==> config.mk <==
export PLATFORM = sky130hd
export DESIGN_NAME = fmrc_ctrl
export DESIGN_NICKNAME = d
export VERILOG_FILES = /design/src/rtl/fmrc_pkg.sv /design/src/rtl/fmrc_ctrl.sv
export SDC_FILE = /design/constraint.sdc
export NUM_CORES = 1
export LEC_CHECK = 0
export BUFFER_PORTS_ARGS = -buffer_cell sky130_fd_sc_hd__buf_2
export CORE_AREA = 3 3 40 42
export CTS_BUF_LIST = sky130_fd_sc_hd__clkbuf_4 sky130_fd_sc_hd__clkbuf_8
export CTS_CLUSTER_DIAMETER = 80
export CTS_CLUSTER_SIZE = 24
export DETAILED_ROUTE_END_ITERATION = 7
export DIE_AREA = 0 0 43 45
export HOLD_SLACK_MARGIN = 0.02
export PLACE_DENSITY = 0.46
export SYNTH_ARGS = -nofsm -noshare
export SYNTH_HDL_FRONTEND = slang
export SYNTH_SLANG_ARGS = --single-unit
==> constraint.sdc <==
create_clock -name clk_i -period 1.1 [get_ports clk_i]
set_clock_uncertainty 0.05 [all_clocks]
set_input_delay 0.22 -clock clk_i [delete_from_list [all_inputs] [get_ports clk_i]]
set_output_delay 0.22 -clock clk_i [all_outputs]
set_load 0.03 [all_outputs]
==> src/rtl/fmrc_pkg.sv <==
package fmrc_pkg;

  // Table geometry
  localparam int unsigned NumRules  = 16;
  localparam int unsigned NumCrit   = 8;
  localparam int unsigned NumExtra  = 4;
  localparam int unsigned NumAxes   = 3;
  localparam int unsigned RuleW     = $clog2(NumRules);
  localparam int unsigned RuleCntW  = $clog2(NumRules + 1);
  localparam int unsigned CritW     = $clog2(NumCrit);
  localparam int unsigned CritCntW  = $clog2(NumCrit + 1);
  localparam int unsigned AddrW     = RuleW + CritW;
  localparam int unsigned MemDepth  = NumRules * NumCrit;

  // Datapath widths
  localparam int unsigned ValW      = 32;
  localparam int unsigned IdxW      = 10;
  localparam int unsigned ProdW     = IdxW + 1 + ValW;
  localparam int unsigned SumW      = ProdW + 1;

  // Configuration register indexes
  localparam logic [2:0] CfgOriginX  = 3'd0;
  localparam logic [2:0] CfgOriginY  = 3'd1;
  localparam logic [2:0] CfgOriginZ  = 3'd2;
  localparam logic [2:0] CfgSpacingX = 3'd3;
  localparam logic [2:0] CfgSpacingY = 3'd4;
  localparam logic [2:0] CfgSpacingZ = 3'd5;

  localparam logic signed [ValW-1:0] SpacingReset = 32'sd65536;
  localparam logic signed [ValW-1:0] ValMax = 32'sh7fff_ffff;
  localparam logic signed [ValW-1:0] ValMin = 32'sh8000_0000;

  // Field codes of a criterion
  localparam logic [2:0] FieldX      = 3'd0;
  localparam logic [2:0] FieldY      = 3'd1;
  localparam logic [2:0] FieldZ      = 3'd2;
  localparam logic [2:0] FieldExtra0 = 3'd3;
  localparam logic [2:0] FieldExtra1 = 3'd4;
  localparam logic [2:0] FieldExtra2 = 3'd5;
  localparam logic [2:0] FieldExtra3 = 3'd6;

  typedef enum logic [1:0] {
    FUNC_CLASSIFY = 2'd0,
    FUNC_APPEND   = 2'd1,
    FUNC_CLEAR    = 2'd2,
    FUNC_NONE     = 2'd3
  } func_e;

  typedef enum logic [2:0] {
    STAT_MATCH   = 3'd0,
    STAT_NOMATCH = 3'd1,
    STAT_STORED  = 3'd2,
    STAT_FULL    = 3'd3,
    STAT_CLEARED = 3'd4
  } stat_e;

  typedef enum logic [2:0] {
    ST_IDLE,
    ST_DECODE,
    ST_SUM,
    ST_WALK,
    ST_DONE
  } state_e;

  typedef struct packed {
    logic [2:0]             code;
    logic                   lower;
    logic signed [ValW-1:0] limit;
  } crit_t;

  // Controller to datapath
  typedef struct packed {
    logic load;
    logic start;
    logic walk;
    logic append;
    logic clear;
    logic emit;
  } cmd_t;

  // Datapath to controller
  typedef struct packed {
    func_e func;
    logic  walk_done;
    logic  out_busy;
  } sts_t;

endpackage

==> src/rtl/fmrc_ctrl.sv <==
module fmrc_ctrl (
  input  logic            clk_i,
  input  logic            rst_ni,
  input  logic            in_valid_i,
  output logic            in_ready_o,
  input  fmrc_pkg::sts_t  sts_i,
  output fmrc_pkg::cmd_t  cmd_o
);
  import fmrc_pkg::*;

  state_e state_q, state_d;

  // State register
  always_ff @(posedge clk_i or negedge rst_ni) begin
    if (!rst_ni) begin
      state_q <= ST_IDLE;
    end else begin
      state_q <= state_d;
    end
  end

  // Next state and commands
  always_comb begin
    state_d    = state_q;
    cmd_o      = '0;
    in_ready_o = 1'b0;
    case (state_q)
      ST_IDLE: begin
        in_ready_o = 1'b1;
        if (in_valid_i) begin
          cmd_o.load = 1'b1;
          state_d    = ST_DECODE;
        end
      end
      ST_DECODE: begin
        case (sts_i.func)
          FUNC_CLASSIFY: state_d = ST_SUM;
          FUNC_APPEND: begin
            cmd_o.append = 1'b1;
            state_d      = ST_DONE;
          end
          FUNC_CLEAR: begin
            cmd_o.clear = 1'b1;
            state_d     = ST_DONE;
          end
          default: state_d = ST_IDLE;
        endcase
      end
      ST_SUM: begin
        cmd_o.start = 1'b1;
        state_d     = ST_WALK;
      end
      ST_WALK: begin
        cmd_o.walk = 1'b1;
        if (sts_i.walk_done) begin
          state_d = ST_DONE;
        end
      end
      ST_DONE: begin
        // hold the result until the output register frees up
        if (!sts_i.out_busy) begin
          cmd_o.emit = 1'b1;
          state_d    = ST_IDLE;
        end
      end
      default: state_d = ST_IDLE;
    endcase
  end

endmodule

==> out/metrics.cfg <==
[timing]
holdWs_ns = 0.261
setup_viol = 10
timing.fmax_mhz = 697
period_needed_ns = 1.43
fin_setup_tns_ns = -2.49
finalHoldViolations = 0
rsz0062_at_grt = true
fin_crit_sh_pct = 130
drv_slew = 0
max_slew_margin_pct = 88.2
setup_ws_ns = -0.334
worstMarginPinSlew_ns = 0.176

[drt]
met1_length_um = 256
route.antenna.remaining_nets = 0
drc_errors = 0
wl_met2_um = 412
dr_wl_met3_um = 40
first_pass_iters = 1
top_layer_used = met3
drt_iter0_drc = 0
wl_per_cell_um = 10.1
vias = 297
drt-vias-per-instance = 4.24
routed_wl_um = 709

[global_routing]
grt_pass1_vias = 333
antenna_found_initial = 0
globalRouteTotalUtil_pct = 9.42
grt_pass1_wl_um = 1350
grt_start_max_net_pins = 9
grt_overflow_total = 0

[finish]
n_antenna_cell = 0
area_delta_synth_final_pct = 124
seq_area_um2 = 78.8
num-fill-cells = 132
drive_above_1_share_pct = 83.6
top_regs = state_q (3)
stdcell_count = 70
regMostFlops = state_q
largest_reg_flops = 3
multi_input_area_um2 = 229
nets = 66

[die]
die-area_um2 = 1940
start_util_pct = 20.4
rows = 13
pin_count = 14
die_height_um = 45
dieWidth_um = 43
core_area_um2 = 1280

[clocking]
clk_path_buf_depth = 2
cts.clk_slew.worst_paths_ns = 0.04
insertion_delay_ns = 0.23
cts_max_level = 1
cts_buffers = 3
root_buffer = clkbuf_4
cts.sinks = 3
tritoncts = done

[setup_path]
worstPathMaxFanout = 6
cp_data_arrival_time_ns = 1.16
endpoint_kind = output pin
critPathBufInv = 1
crit_chain = nand2b_4, nor3_4, buf_6
cpMaxStageDelayCell = dfrtp_2
required_ns = 0.83
r2r_cells = 4
critPathMaxStageDelay_ns = 0.45
cp-start-kind = flop
crit_cells = 3
cp_top_family = flip-flops
path_class = reg -> out

[power]
powerDensity_nw_per_um2 = 2600
p_leak_nw = 0.284
peakVddDrop_mv = 0.730

[yosys]
yosysWarnings = 0
ys_ff_latch = 3
syn_inst = 28
syn-num-nets = 38
post_synth_main_area_contributors = dfrtp_1 (29%), ha_1 (14%), mux2_4 (5.7%)
synth_top_area_share_pct = 28.6
yosysSeqAreaShare_pct = 28.6
syn_area_um2 = 263
synth.avg_cell_area_um2 = 9.38
yosysUniqueCellTypes = 18
synth_area_leader_cell = dfrtp_1

[placement]
place_ws_ns = -0.218
dp_hpwl_um = 566
gp_congestion = 0.677
placed_cells = 60
port-buffer-count = 13

[flow_run]
maxCapViolations = 0

[run_status]
status = finished, violations left
violations = setup timing

[hold_path]
hold_class = in -> async

-- final timing paths --
path,endpoint,from,slack [ns]
max in group asynchronous,state_q[2]$_DFFE_PN0P_,rst_ni,0.62
min,state_q[0]$_DFFE_PN0P_,rst_ni,0.26
max,cmd_o[5],state_q[0]$_DFFE_PN0P_,-0.33
min in group clk_i,state_q[2]$_DFFE_PN0P_,sts_i[0],0.26
min reg2reg,state_q[0]$_DFFE_PN0P_,state_q[2]$_DFFE_PN0P_,0.58
max reg2reg,state_q[2]$_DFFE_PN0P_,state_q[1]$_DFFE_PN0P_,-0.28
-- cells in the mapped netlist --
cell      number
a21bo_2        1
nor3b_1        1
inv_1          2
nand3b_1       1
a21oi_1        2
nor2b_1        1
nor4b_1        1
dfrtp_1        3
ha_1           3
and3_1         2
a32o_1         1
nor3_1         2
nand2b_1       1
nor2_1         2
buf_6          1
buf_2          2
mux2_4         1
and3b_2        1
-- cells in the final DEF (no fill, tap or decap), types with 2 or more instances in the layout --
cell type / n
a21oi_2: 2
and3_4: 2
buf_2: 6
buf_4: 8
buf_6: 11
clkbuf_4: 4
dfrtp_2: 3
ha_1: 3
nor3_4: 2
-- kinds of logic after synthesis --
family | count (synthesis) | share of synthesized area, %
muxes | 1 | 5.71
AOI/OAI and AO/OA | 4 | 11.4
DFF | 3 | 28.6
buffers and inverters | 5 | 11.0
and+or+nand+nor | 12 | 29.1
adders and majority gates | 3 | 14.3
-- power by group --
group | total [mW] | leakage (nW) | switching [mW] | internal (mW)
sequential | 0.273 | 0.0349 | 0.106 | 0.167
combinational | 1.04 | 0.231 | 0.443 | 0.602
clock | 0.213 | 0.0184 | 0.0531 | 0.160
total | 1.53 | 0.284 | 0.602 | 0.929
-- worst register-to-register path, cell delays in order (launching register included) --
cell and delay [ns]:
dfrtp_2 0.46, buf_4 0.16, buf_6 0.11, mux2_4 0.29, a32o_1 0.20
-- cell type report --
class / instances / area share, %
inverter: 2 / 1.28
tap: 15 / 3.19
timing repair buffer: 26 / 38.1
sequential: 3 / 13.4
clock buffer: 4 / 5.11
multi-input combinational: 20 / 38.9
-- per-stage QoR --
stage	power [mW]	instance area (um2)	utilization (%)
final	1.53	588	45.8
after CTS	1.45	563	43.8
after global placement	0.968	432	33.6
after floorplan	0.788	325	-
after global routing	1.65	588	45.8
after detailed placement	0.984	432	33.6
-- routing by layer --
layer	vias to the layer above	GRT usage, %
li1	151	-
met1	139	8.72
met2	7	18.6
met3	0	2.39
met4	0	5.42
met5	-	0
-- timing repair --
item,in CTS,in global routing
hold buffers,1,0
endpoints found under the setup margin,10,10
resized for setup,21,4
endpoints found under the hold margin,3,0
buffers inserted,4,1
pin swaps,4,3
No activity file was read; power rests on OpenSTA's default activity.
